**config.mk**
```make
export PLATFORM = sky130hd
export DESIGN_NAME = utf8_punctuation_to_ascii_top
export DESIGN_NICKNAME = d
export VERILOG_FILES = /design/src/hdl/u2a_pkg.sv /design/src/hdl/utf8_punctuation_to_ascii_top.sv /design/src/hdl/u2a_front.sv /design/src/hdl/u2a_queue.sv /design/src/hdl/u2a_back.sv
export SDC_FILE = /design/constraint.sdc
export NUM_CORES = 1
export LEC_CHECK = 0
export BUFFER_PORTS_ARGS = -buffer_cell sky130_fd_sc_hd__buf_4
export CAP_MARGIN = 20
export CORE_MARGIN = 3
export CORE_UTILIZATION = 45
export CTS_CLUSTER_SIZE = 28
export DETAILED_ROUTE_END_ITERATION = 7
export GPL_ROUTABILITY_DRIVEN = 0
export SETUP_SLACK_MARGIN = 0.3
export SYNTH_ARGS = -nofsm -noshare
export SYNTH_HDL_FRONTEND = slang
export SYNTH_SLANG_ARGS = --single-unit
```
**constraint.sdc**
```tcl
create_clock -name clk -period 12 [get_ports clk]
set_input_delay 1.2 -clock clk [delete_from_list [all_inputs] [get_ports clk]]
set_output_delay 1.2 -clock clk [all_outputs]
set_load 0.01 [all_outputs]
```
**src/hdl/u2a_pkg.sv**
```systemverilog
`default_nettype none
package u2a_pkg;

	localparam int QueueDepth = 4;
	localparam int QueuePtrW = $clog2(QueueDepth);

	// replacement kinds
	localparam logic [2:0] K_SQUOTE = 3'd0;
	localparam logic [2:0] K_DQUOTE = 3'd1;
	localparam logic [2:0] K_ENDASH = 3'd2;
	localparam logic [2:0] K_SPDASH = 3'd3;
	localparam logic [2:0] K_ELLIPSIS = 3'd4;
	localparam logic [2:0] K_REG = 3'd5;
	localparam logic [2:0] K_TM = 3'd6;
	localparam logic [2:0] K_SPACE = 3'd7;

	typedef struct packed {
		logic [3:0][7:0] bytes;
		logic [2:0]      cnt;
		logic            eot;
	} u2a_job_t;

	typedef struct packed {
		u2a_job_t        job;
		logic [1:0][7:0] held;
		logic [1:0]      held_cnt;
	} u2a_step_t;

	typedef struct packed {
		logic [1:0] len;
		logic [2:0] kind;
	} u2a_match_t;

	typedef struct packed {
		logic [3:0][7:0] bytes;
		logic [2:0]      len;
	} u2a_text_t;

	// full sequence at the start of buf_b, len zero when none
	function automatic u2a_match_t u2a_match(input logic [2:0][7:0] buf_b, input logic [1:0] n);
		u2a_match_t m;
		m = '0;
		if (n >= 2'd2 && buf_b[0] == 8'hC2 && buf_b[1] == 8'hAE) begin
			m.len = 2'd2;
			m.kind = K_REG;
		end else if (n == 2'd3 && buf_b[0] == 8'hE2 && buf_b[1] == 8'h80) begin
			m.len = 2'd3;
			case (buf_b[2]) inside
				8'h98, 8'h99: m.kind = K_SQUOTE;
				8'h9C, 8'h9D: m.kind = K_DQUOTE;
				8'h93: m.kind = K_ENDASH;
				8'h94, 8'hA2: m.kind = K_SPDASH;
				8'hA6: m.kind = K_ELLIPSIS;
				[8'h80:8'h8A], 8'hAF: m.kind = K_SPACE;
				default: m.len = 2'd0;
			endcase
		end else if (n == 2'd3 && buf_b[0] == 8'hE2 && buf_b[1] == 8'h84 && buf_b[2] == 8'hA2) begin
			m.len = 2'd3;
			m.kind = K_TM;
		end else if (n == 2'd3 && buf_b[0] == 8'hE3 && buf_b[1] == 8'h80 && buf_b[2] == 8'h80) begin
			m.len = 2'd3;
			m.kind = K_SPACE;
		end
		return m;
	endfunction

	function automatic logic u2a_prefix(input logic [2:0][7:0] buf_b, input logic [1:0] n);
		logic p;
		p = 1'b0;
		if (n == 2'd1) begin
			p = buf_b[0] inside {8'hC2, 8'hE2, 8'hE3};
		end else if (n == 2'd2) begin
			p = (buf_b[0] == 8'hE2 && (buf_b[1] == 8'h80 || buf_b[1] == 8'h84)) ||
			    (buf_b[0] == 8'hE3 && buf_b[1] == 8'h80);
		end
		return p;
	endfunction

	// ascii text, first character in byte 0
	function automatic u2a_text_t u2a_text(input logic [2:0] kind);
		u2a_text_t t;
		t = '0;
		case (kind)
			K_SQUOTE: begin t.bytes[0] = 8'h27; t.len = 3'd1; end
			K_DQUOTE: begin t.bytes[0] = 8'h22; t.len = 3'd1; end
			K_ENDASH: begin t.bytes[0] = 8'h2D; t.len = 3'd1; end
			K_SPDASH: begin t.bytes = {8'h00, 8'h20, 8'h2D, 8'h20}; t.len = 3'd3; end
			K_ELLIPSIS: begin t.bytes = {8'h00, 8'h2E, 8'h2E, 8'h2E}; t.len = 3'd3; end
			K_REG: begin t.bytes = {8'h00, 8'h29, 8'h52, 8'h28}; t.len = 3'd3; end
			K_TM: begin t.bytes = {8'h29, 8'h4D, 8'h54, 8'h28}; t.len = 3'd4; end
			K_SPACE: begin t.bytes[0] = 8'h20; t.len = 3'd1; end
			default: t = '0;
		endcase
		return t;
	endfunction

	// one input byte against the held prefix, at most three match rounds
	function automatic u2a_step_t u2a_step(input logic [1:0][7:0] held, input logic [1:0] held_cnt,
	                                       input logic [7:0] b, input logic eot);
		u2a_step_t r;
		logic [2:0][7:0] buf_b;
		logic [1:0] n;
		logic [1:0] used;
		logic done;
		logic [2:0] p;
		logic [3:0] sum;
		u2a_match_t m;
		u2a_text_t t;
		r = '0;
		buf_b = {8'h00, held};
		case (held_cnt)
			2'd0: buf_b[0] = b;
			2'd1: buf_b[1] = b;
			default: buf_b[2] = b;
		endcase
		n = held_cnt + 2'd1;
		done = 1'b0;
		for (int it = 0; it < 3; it++) begin
			if (!done && n != 2'd0) begin
				m = u2a_match(buf_b, n);
				used = 2'd0;
				if (m.len != 2'd0) begin
					t = u2a_text(m.kind);
					for (int j = 0; j < 4; j++) begin
						p = r.job.cnt + 3'(j);
						if (3'(j) < t.len && p < 3'd4)
							r.job.bytes[p[1:0]] = t.bytes[j];
					end
					sum = {1'b0, r.job.cnt} + {1'b0, t.len};
					r.job.cnt = (sum > 4'd4) ? 3'd4 : sum[2:0];
					used = m.len;
				end else if (!eot && u2a_prefix(buf_b, n)) begin
					done = 1'b1;
				end else begin
					if (r.job.cnt < 3'd4) begin
						r.job.bytes[r.job.cnt[1:0]] = buf_b[0];
						r.job.cnt = r.job.cnt + 3'd1;
					end
					used = 2'd1;
				end
				case (used)
					2'd1: buf_b = {8'h00, buf_b[2], buf_b[1]};
					2'd2: buf_b = {16'h0000, buf_b[2]};
					2'd3: buf_b = '0;
					default: buf_b = buf_b;
				endcase
				n = n - used;
			end
		end
		r.job.eot = eot;
		r.held = buf_b[1:0];
		r.held_cnt = n;
		return r;
	endfunction

endpackage
`default_nettype wire

```
**src/hdl/utf8_punctuation_to_ascii_top.sv**
```systemverilog
// channel   dir  tdata                tlast        tuser
// s_axis    in   [7:0] text_byte      end_of_text  -
// m_axis    out  [7:0] out_byte       run_last     [0] text_last
//
// an input byte is taken in the cycle it arrives whenever the job queue has room
// each byte gives zero to four output bytes; the output serializer sends one a cycle
// while the receiver is ready, so the sustained input rate is one byte per output byte it
// produces, at most one a cycle; accepted bytes pass the queue and the output register
// reset clears held prefix, queue and output valid; no clearing pass
// a stalled output fills the four-entry queue before the input side stalls
`default_nettype none
module utf8_punctuation_to_ascii_top (
	input  wire logic       clk,
	input  wire logic       arst_n,
	input  wire logic       s_axis_tvalid,
	output logic            s_axis_tready,
	input  wire logic [7:0] s_axis_tdata,  // text_byte
	input  wire logic       s_axis_tlast,  // end_of_text
	output logic            m_axis_tvalid,
	input  wire logic       m_axis_tready,
	output logic [7:0]      m_axis_tdata,  // out_byte
	output logic            m_axis_tlast,  // run_last
	output logic            m_axis_tuser   // text_last
);

	logic              q_full;
	logic              q_push;
	logic              q_pop;
	logic              q_head_valid;
	u2a_pkg::u2a_job_t q_push_job;
	u2a_pkg::u2a_job_t q_head_job;
	logic [1:0]        held_cnt;

	u2a_front u_front (
		.clk           (clk),
		.arst_n        (arst_n),
		.s_axis_tvalid (s_axis_tvalid),
		.s_axis_tready (s_axis_tready),
		.s_axis_tdata  (s_axis_tdata),
		.s_axis_tlast  (s_axis_tlast),
		.q_full        (q_full),
		.q_push        (q_push),
		.q_job         (q_push_job),
		.held_cnt      (held_cnt)
	);

	u2a_queue u_queue (
		.clk        (clk),
		.arst_n     (arst_n),
		.push       (q_push),
		.push_job   (q_push_job),
		.full       (q_full),
		.head_valid (q_head_valid),
		.head_job   (q_head_job),
		.pop        (q_pop)
	);

	u2a_back u_back (
		.clk           (clk),
		.arst_n        (arst_n),
		.head_valid    (q_head_valid),
		.head_job      (q_head_job),
		.pop           (q_pop),
		.m_axis_tvalid (m_axis_tvalid),
		.m_axis_tready (m_axis_tready),
		.m_axis_tdata  (m_axis_tdata),
		.m_axis_tlast  (m_axis_tlast),
		.m_axis_tuser  (m_axis_tuser)
	);

`ifndef SYNTH
	a_no_overflow: assert property (@(posedge clk) disable iff (!arst_n)
		q_full |-> !q_push)
		else $error("job queue written while full");

	a_text_last_ends_run: assert property (@(posedge clk) disable iff (!arst_n)
		m_axis_tvalid && m_axis_tuser |-> m_axis_tlast)
		else $error("text end without run end");

	a_flush_on_end: assert property (@(posedge clk) disable iff (!arst_n)
		s_axis_tvalid && s_axis_tready && s_axis_tlast |=> held_cnt == 2'd0)
		else $error("held bytes left after end of text");

	a_held_bound: assert property (@(posedge clk) disable iff (!arst_n)
		held_cnt != 2'd3)
		else $error("held count out of range");
`endif

endmodule
`default_nettype wire

```
**src/hdl/u2a_front.sv**
```systemverilog
`default_nettype none
module u2a_front (
	input  wire logic              clk,
	input  wire logic              arst_n,
	input  wire logic              s_axis_tvalid,
	output logic                   s_axis_tready,
	input  wire logic [7:0]        s_axis_tdata,  // text_byte
	input  wire logic              s_axis_tlast,  // end_of_text
	input  wire logic              q_full,
	output logic                   q_push,
	output u2a_pkg::u2a_job_t      q_job,
	output logic [1:0]             held_cnt
);

	logic [1:0][7:0] held_q;
	logic [1:0]      held_cnt_q;
	logic            accept;
	u2a_pkg::u2a_step_t step;

	assign s_axis_tready = !q_full;
	assign accept = s_axis_tvalid && s_axis_tready;
	assign step = u2a_pkg::u2a_step(held_q, held_cnt_q, s_axis_tdata, s_axis_tlast);
	// a byte that only extends the held prefix makes no job
	assign q_push = accept && (step.job.cnt != 3'd0);
	assign q_job = step.job;
	assign held_cnt = held_cnt_q;

	always_ff @(posedge clk or negedge arst_n) begin
		if (!arst_n) begin
			held_cnt_q <= 2'd0;
		end else if (accept) begin
			held_cnt_q <= step.held_cnt;
		end
	end

	always_ff @(posedge clk) begin
		if (accept) begin
			held_q <= step.held;
		end
	end

endmodule
`default_nettype wire

```
**src/hdl/u2a_queue.sv**
```systemverilog
`default_nettype none
module u2a_queue (
	input  wire logic              clk,
	input  wire logic              arst_n,
	input  wire logic              push,
	input  wire u2a_pkg::u2a_job_t push_job,
	output logic                   full,
	output logic                   head_valid,
	output u2a_pkg::u2a_job_t      head_job,
	input  wire logic              pop
);

	localparam int PtrW = u2a_pkg::QueuePtrW;

	u2a_pkg::u2a_job_t slot_q [u2a_pkg::QueueDepth];
	logic [PtrW-1:0] wr_ptr_q;
	logic [PtrW-1:0] rd_ptr_q;
	logic [PtrW:0]   count_q;

	assign full = (count_q == (PtrW+1)'(u2a_pkg::QueueDepth));
	assign head_valid = (count_q != '0);
	assign head_job = slot_q[rd_ptr_q];

	always_ff @(posedge clk or negedge arst_n) begin
		if (!arst_n) begin
			wr_ptr_q <= '0;
			rd_ptr_q <= '0;
			count_q <= '0;
		end else begin
			if (push) wr_ptr_q <= wr_ptr_q + PtrW'(1);
			if (pop) rd_ptr_q <= rd_ptr_q + PtrW'(1);
			if (push && !pop) count_q <= count_q + (PtrW+1)'(1);
			else if (pop && !push) count_q <= count_q - (PtrW+1)'(1);
		end
	end

	always_ff @(posedge clk) begin
		if (push) begin
			slot_q[wr_ptr_q] <= push_job;
		end
	end

endmodule
`default_nettype wire

```
**src/hdl/u2a_back.sv**
```systemverilog
`default_nettype none
module u2a_back (
	input  wire logic              clk,
	input  wire logic              arst_n,
	input  wire logic              head_valid,
	input  wire u2a_pkg::u2a_job_t head_job,
	output logic                   pop,
	output logic                   m_axis_tvalid,
	input  wire logic              m_axis_tready,
	output logic [7:0]             m_axis_tdata,  // out_byte
	output logic                   m_axis_tlast,  // run_last
	output logic                   m_axis_tuser   // text_last
);

	logic [1:0] idx_q;
	logic       out_valid_q;
	logic [7:0] out_byte_q;
	logic       out_last_q;
	logic       out_text_q;
	logic       slot_free;
	logic       load;
	logic       last_byte;

	assign slot_free = !out_valid_q || m_axis_tready;
	assign load = head_valid && slot_free;
	assign last_byte = ({1'b0, idx_q} + 3'd1) == head_job.cnt;
	assign pop = load && last_byte;

	assign m_axis_tvalid = out_valid_q;
	assign m_axis_tdata = out_byte_q;
	assign m_axis_tlast = out_last_q;
	assign m_axis_tuser = out_text_q;

	always_ff @(posedge clk or negedge arst_n) begin
		if (!arst_n) begin
			out_valid_q <= 1'b0;
			idx_q <= 2'd0;
		end else begin
			if (slot_free) out_valid_q <= head_valid;
			if (load) idx_q <= last_byte ? 2'd0 : idx_q + 2'd1;
		end
	end

	always_ff @(posedge clk) begin
		if (load) begin
			out_byte_q <= head_job.bytes[idx_q];
			out_last_q <= last_byte;
			out_text_q <= last_byte && head_job.eot;
		end
	end

endmodule
`default_nettype wire

```
==> results.toml, run 1 <==
[placed_design]
port_buffers = 24
pre_cts_ws_ns = 1.46
placed_cell_area_um2 = 15300
hpwl_mm = 39.9

[clocking]
cts.sinks = 182
clkLatencyLatePin_ns = 0.42
cts_setup_buffers = 0
cts.path.max_buffers = 2
cts_resized = 0
clk_pin_slew_ns = 0.07
clockRootBuffer = "clkbuf_16"
ctsHtreeMaxLevel = 4
cts_tree = "yes"
numCtsBuffers = 17
postCtsHoldBufs = 0

[drt]
vias = 13980
routedWlPerCell_um = 26.4
ant_nets = 0
drc_errors = 0
wirelength_mm = 53.1
drtIter0Drc = 2182
drt_first_pass_iters = 8
via_per_inst = 6.94

[setup_path]
r2r_slack_ns = 1.46
worst-path-max-fanout = 36
r2r_cells = 28
required_ns = 12.04
cp_slowest_stage_delay_ns = 0.94
critPathLaunchType = "register"
r2r-start = "u_front.held_cnt[0]$_DFFE_PN0P_"
end_kind = "register"
r2r_end = "u_queue.slot_q[1][35]$_DFFE_PP_"
path_class = "reg2reg"
crit_slowest_cell = "o32ai_2"
critical_path_arrival_ns = 10.58

[final_layout]
final_common_cell = "edfxtp_1"
design_area_um2 = 16000
num-fill-cells = 3016
finalNetCount = 1617
diodes = 0
drive_above_1_share = 0.139
final_cell_mix = "170 x edfxtp_1, 169 x nand2_1, 150 x nor2_1, 113 x a21oi_1, 95 x o21ai_0"
area_growth_pct = 7.92

[timing]
post-route-min-period_ns = 10.54
worst_slack_ns = 1.46
fmax_ghz = 0.0948
relSlewSlack = 0.226
finalCritPeriodShare = 0.879
finalHoldViolCount = 0
setup_tns_ns = 0
holdWs_ns = 0.496
tightestPinTransition_ns = 1.15
finalMaxSlewViolations = 0
setup_viol = 0
rsz0062_at_grt = "false"
skew_ns = 0.00972

[logic_synthesis]
yosysTopAreaCellShare = 0.345
synth_edf_count = 170
synth-async-reset-ratio = 0.0659
synth_nets = 1638
ys_ff_latch = 182
netlist_top_cells_area = "edfxtp_1 35%, mux4_2 6.7%, nand2_1 4.3%"
synthCells = 1589
ys_seq_area_frac = 0.365
synth.distinct_cells = 119
syn_area_um2 = 14800
ys_warn_count = 0
avgSynthCellArea_um2 = 9.31
synth_largest_area_cell = "edfxtp_1"
synthFlopType = "edfxtp_1"

[die]
start_util = 0.463
die_w_um = 187
rows = 65
die_y_um = 187
num_io_pins = 25
dieArea_um2 = 35100
core_region_area_um2 = 32000

[min_path]
hold_start = "u_back.m_axis_tvalid$_DFFE_PN0N_"
hold_depth = 2
hold_class = "reg2reg"
min_to = "u_back.m_axis_tvalid$_DFFE_PN0N_"

[power]
p_leak_uw = 0.00547
power.density_nw_per_um2 = 347
ir_drop_mv = 0.171
total_power_uw = 5540

[global_route]
grt_max_degree = 39
antenna_found_initial = 1
grt_overflow = 0
grt_pass1_vias = 12957
grtUsageTotal = 0.295
grt_pass1_wl_mm = 80.1

[outcome]
status = "finished clean"

[job]
cap_violations = 0
[Yosys cell counts, types with 29 or more instances]
master / instances
a21oi_1: 113
and3_1: 29
clkbuf_1: 62
edfxtp_1: 170
ha_1: 33
inv_1: 37
mux2i_1: 33
mux4_2: 44
nand2_1: 169
nand3_1: 45
nor2_1: 150
nor3_1: 58
o21ai_0: 95
[registers in the layout, indices dropped and copies added (netlist names)]
signal	cells
u_back.idx_q	2
u_queue.rd_ptr_q	2
u_back.m_axis_tlast	1
u_front.held_cnt	2
u_back.m_axis_tuser	1
u_queue.count_q	3
u_queue.wr_ptr_q	2
u_front.held_q	16
u_queue.slot_q	144
u_back.m_axis_tdata	8
u_back.m_axis_tvalid	1
[kinds of logic after synthesis]
family | count (synthesis) | synth area share
flip-flops | 182 | 0.365
buffers and inverters | 132 | 0.0373
XOR/XNOR | 15 | 0.00939
adder cells (fa/ha/maj) | 36 | 0.0320
AND/OR/NAND/NOR | 653 | 0.230
multiplexers | 87 | 0.0969
AO/OA/AOI/OAI | 484 | 0.229
[routing by layer]
metal | GRT usage | vias up | routed length (um)
met5 | 0 | - | 0
met3 | 0.0654 | 205 | 6330
li1 | - | 6123 | -
met2 | 0.439 | 996 | 22400
met1 | 0.409 | 6656 | 21400
met4 | 0.139 | 0 | 2960
[power by group]
group / leakage [uW] / total [uW] / internal (uW) / switching (uW)
registers: 0.00176 / 1350 / 1230 / 118
logic: 0.00341 / 3610 / 1160 / 2450
clock network: 0.000300 / 579 / 351 / 228
total: 0.00547 / 5540 / 2740 / 2800
[per-stage QoR]
| step | cells | util |
|---|---|---|
| 3_3_place_gp | 1983 | 0.480 |
| 6_report | 2015 | 0.500 |
| 4_1_cts | 2014 | 0.499 |
| 5_1_grt | 2015 | 0.500 |
| 2_1_floorplan | 1589 | - |
| 3_5_place_dp | 1983 | 0.480 |
[area by class of cell]
class / count / area (um^2) / share of cell area
Clock inverter: 13 / 193 / 0.0121
Timing Repair Buffer: 53 / 395 / 0.0248
Multi-Input combinational cell: 1275 / 8850 / 0.554
Clock buffer: 18 / 429 / 0.0269
Inverter: 39 / 146 / 0.00917
Sequential cell: 182 / 5410 / 0.339
Tap cell: 435 / 544 / 0.0341
[worst max-delay path: cells and delay by family, from the launching register on]
family          cells  cell delay, ns
flops               1            0.56
buf+inv             3            0.51
compound gates      9            3.65
fa+ha+maj           4            1.41
simple gates       12            3.95
[worst max-delay path by stage]
stage / slack, ns / from / end / cells after the start
2_1_floorplan: 2.85 / s_axis_tdata[2] / u_queue.slot_q[0][0]$_DFFE_PP_ / 30
3_3_place_gp: 1.54 / s_axis_tdata[6] / u_queue.slot_q[1][6]$_DFFE_PP_ / 26
3_5_place_dp: 1.46 / s_axis_tdata[6] / u_queue.slot_q[1][6]$_DFFE_PP_ / 26
4_1_cts: 1.67 / u_front.held_cnt[0]$_DFFE_PN0P_ / u_queue.slot_q[1][11]$_DFFE_PP_ / 28
5_1_grt: 0.81 / u_front.held_cnt[0]$_DFFE_PN0P_ / u_queue.slot_q[2][35]$_DFFE_PP_ / 28
6_report: 1.46 / u_front.held_cnt[0]$_DFFE_PN0P_ / u_queue.slot_q[1][35]$_DFFE_PP_ / 28
Note: power is estimated with default switching activity, not from simulation.
==> run 2: changes to the inputs <==
- clock period: 12 -> 12.95 ns (I/O delays scaled with it)
==> run 2 against run 1 <==
The run now ends with design-rule violations left. Register-to-register slack improved by 0.89 ns. Via count fell by 0.34%. Sequential power decreased by 7%. Cell count barely moved. Non-clock buffer count down 2. Largest cell class unchanged. Largest power group unchanged. Highest routed layer unchanged.
==> results.toml, run 2 (synthesis results as in run 1) <==
[drt]
drt_first_pass_iters = 8
drc_errors = 2
vias = 13933
ant_nets = 0
routedWlPerCell_um = 26.2
wirelength_mm = 52.8
via_per_inst = 6.92
drtIter0Drc = 2003

[clocking]
cts_setup_buffers = 0
clk_pin_slew_ns = 0.06
ctsHtreeMaxLevel = 4
cts_tree = "yes"
cts_resized = 0
numCtsBuffers = 17
clockRootBuffer = "clkbuf_16"
cts.sinks = 182
clkLatencyLatePin_ns = 0.42
postCtsHoldBufs = 0
cts.path.max_buffers = 2

[global_route]
grt_overflow = 0
antenna_found_initial = 1
grt_max_degree = 39
met3_usage = 0.0725
met2_usage = 0.434
grtUsageTotal = 0.294
grt_pass1_wl_mm = 80.1
grt_pass1_vias = 12976
grt_use_met1 = 0.403
gr-max-usage-layer = "met2"

[timing]
fmax_ghz = 0.0943
finalHoldViolCount = 0
setup_tns_ns = 0
rsz0062_at_grt = "false"
tightestPinTransition_ns = 1.12
finalCritPeriodShare = 0.819
finalMaxSlewViolations = 0
skew_ns = 0.00905
post-route-min-period_ns = 10.60
relSlewSlack = 0.247
worst_slack_ns = 2.35
setup_viol = 0

[final_layout]
final_common_cell = "edfxtp_1"
final_cell_mix = "170 x edfxtp_1, 169 x nand2_1, 150 x nor2_1, 113 x a21oi_1, 95 x o21ai_0"
finalNetCount = 1615
diodes = 0
num-fill-cells = 2968
largest_register_ffs = 144
area_growth_pct = 7.62
largest_register = "u_queue.slot_q"
drive_above_1_share = 0.139

[die]
start_util = 0.463
rows = 65
die_y_um = 187
dieArea_um2 = 35100
num_io_pins = 25
core_region_area_um2 = 32000
die_w_um = 187

[power]
p_clk_frac = 0.099
p_leak_uw = 0.00544
total_power_uw = 5140
switching_share = 0.511
intPower_uw = 2510
seq_power_share = 0.243
ir_drop_mv = 0.158
power.density_nw_per_um2 = 323
pwr-share-comb = 0.658
switching_power_uw = 2630

[setup_path]
cp_num_buf_inv = 3
end_kind = "register"
critical_path_arrival_ns = 10.64
crit_family = "simple AND/OR/NAND/NOR gates"
required_ns = 12.99
path_class = "reg2reg"
crit_top_cell = "a21oi_1"
crit_slowest_cell = "a21oi_1"
critPathLaunchType = "register"
worst-path-max-fanout = 36
cp_slowest_stage_delay_ns = 0.87

[min_path]
hold_class = "reg2reg"

[outcome]
violations = "design-rule violations"
status = "complete, but fails checks"

[job]
cap_violations = 0

[placed_design]
port_buffers = 24
pre_cts_ws_ns = 2.14
hpwl_mm = 39.5
-- run 2: cell count changes in the layout (fill, tap and decap cells not counted) --
cell       before  now
inv_8           0    2
inv_6           5    6
buf_4          52   51
clkinv_1        3    2
bufinv_16       4    2
clkbuf_2        1    0
-- run 2: stage by stage --
stage	cells	utilization	instance area [um^2]	hold slack, ns
global route	2013	0.498	15900	0.544
floorplan	1589	-	14800	0.464
finish	2013	0.498	15900	0.490
CTS	2012	0.498	15900	0.500
global placement	1981	0.480	15300	0.474
detailed placement	1981	0.480	15300	0.485
-- run 2: worst paths after layout --
check	from	to	slack, ns	cells past startpoint
worst max-delay path	u_front.held_cnt[0]$_DFFE_PN0P_	u_queue.slot_q[1][25]$_DFFE_PP_	2.35	28
worst min-delay path	u_back.m_axis_tvalid$_DFFE_PN0N_	u_back.m_axis_tvalid$_DFFE_PN0N_	0.49	2
worst max register to register	u_front.held_cnt[0]$_DFFE_PN0P_	u_queue.slot_q[1][25]$_DFFE_PP_	2.35	28
worst min register to register	u_back.m_axis_tvalid$_DFFE_PN0N_	u_back.m_axis_tvalid$_DFFE_PN0N_	0.49	2
max in group asynchronous	arst_n	u_queue.rd_ptr_q[0]$_DFFE_PN0P_	12.08	1
min in group asynchronous	arst_n	u_front.held_cnt[1]$_DFFE_PN0P_	0.70	1
-- run 2: power by group through the flow --
stage	clock (uW)	sequential (uW)	combinational, uW
2_1_floorplan	0	1210	2250
3_3_place_gp	0	1250	3260
3_5_place_dp	0	1260	3270
4_1_cts	521	1250	3280
5_1_grt	548	1280	3580
6_report	509	1250	3380
-- run 2: final cells by class --
cell class	count	area (um^2)	share of cell area
clock buffers	18	429	0.0270
flip-flops and latches	182	5410	0.340
clock inverters	13	160	0.0101
inverters	39	146	0.00919
well taps	435	544	0.0342
repair buffers	51	383	0.0240
multi-input cells	1275	8850	0.556
-- run 2: worst register-to-register path: cells and delay by family (launching register included) --
kind,cells,cell delay (ns)
buf+inv,3,0.71
flops,1,0.57
fa+ha+maj,3,0.89
compound gates,11,3.46
simple gates,11,4.58
-- run 2: metal layers --
layer,up-vias,part of all wire
met2,1004,0.42
li1,6120,-
met4,0,0.062
met1,6575,0.40
met5,-,0
met3,234,0.11
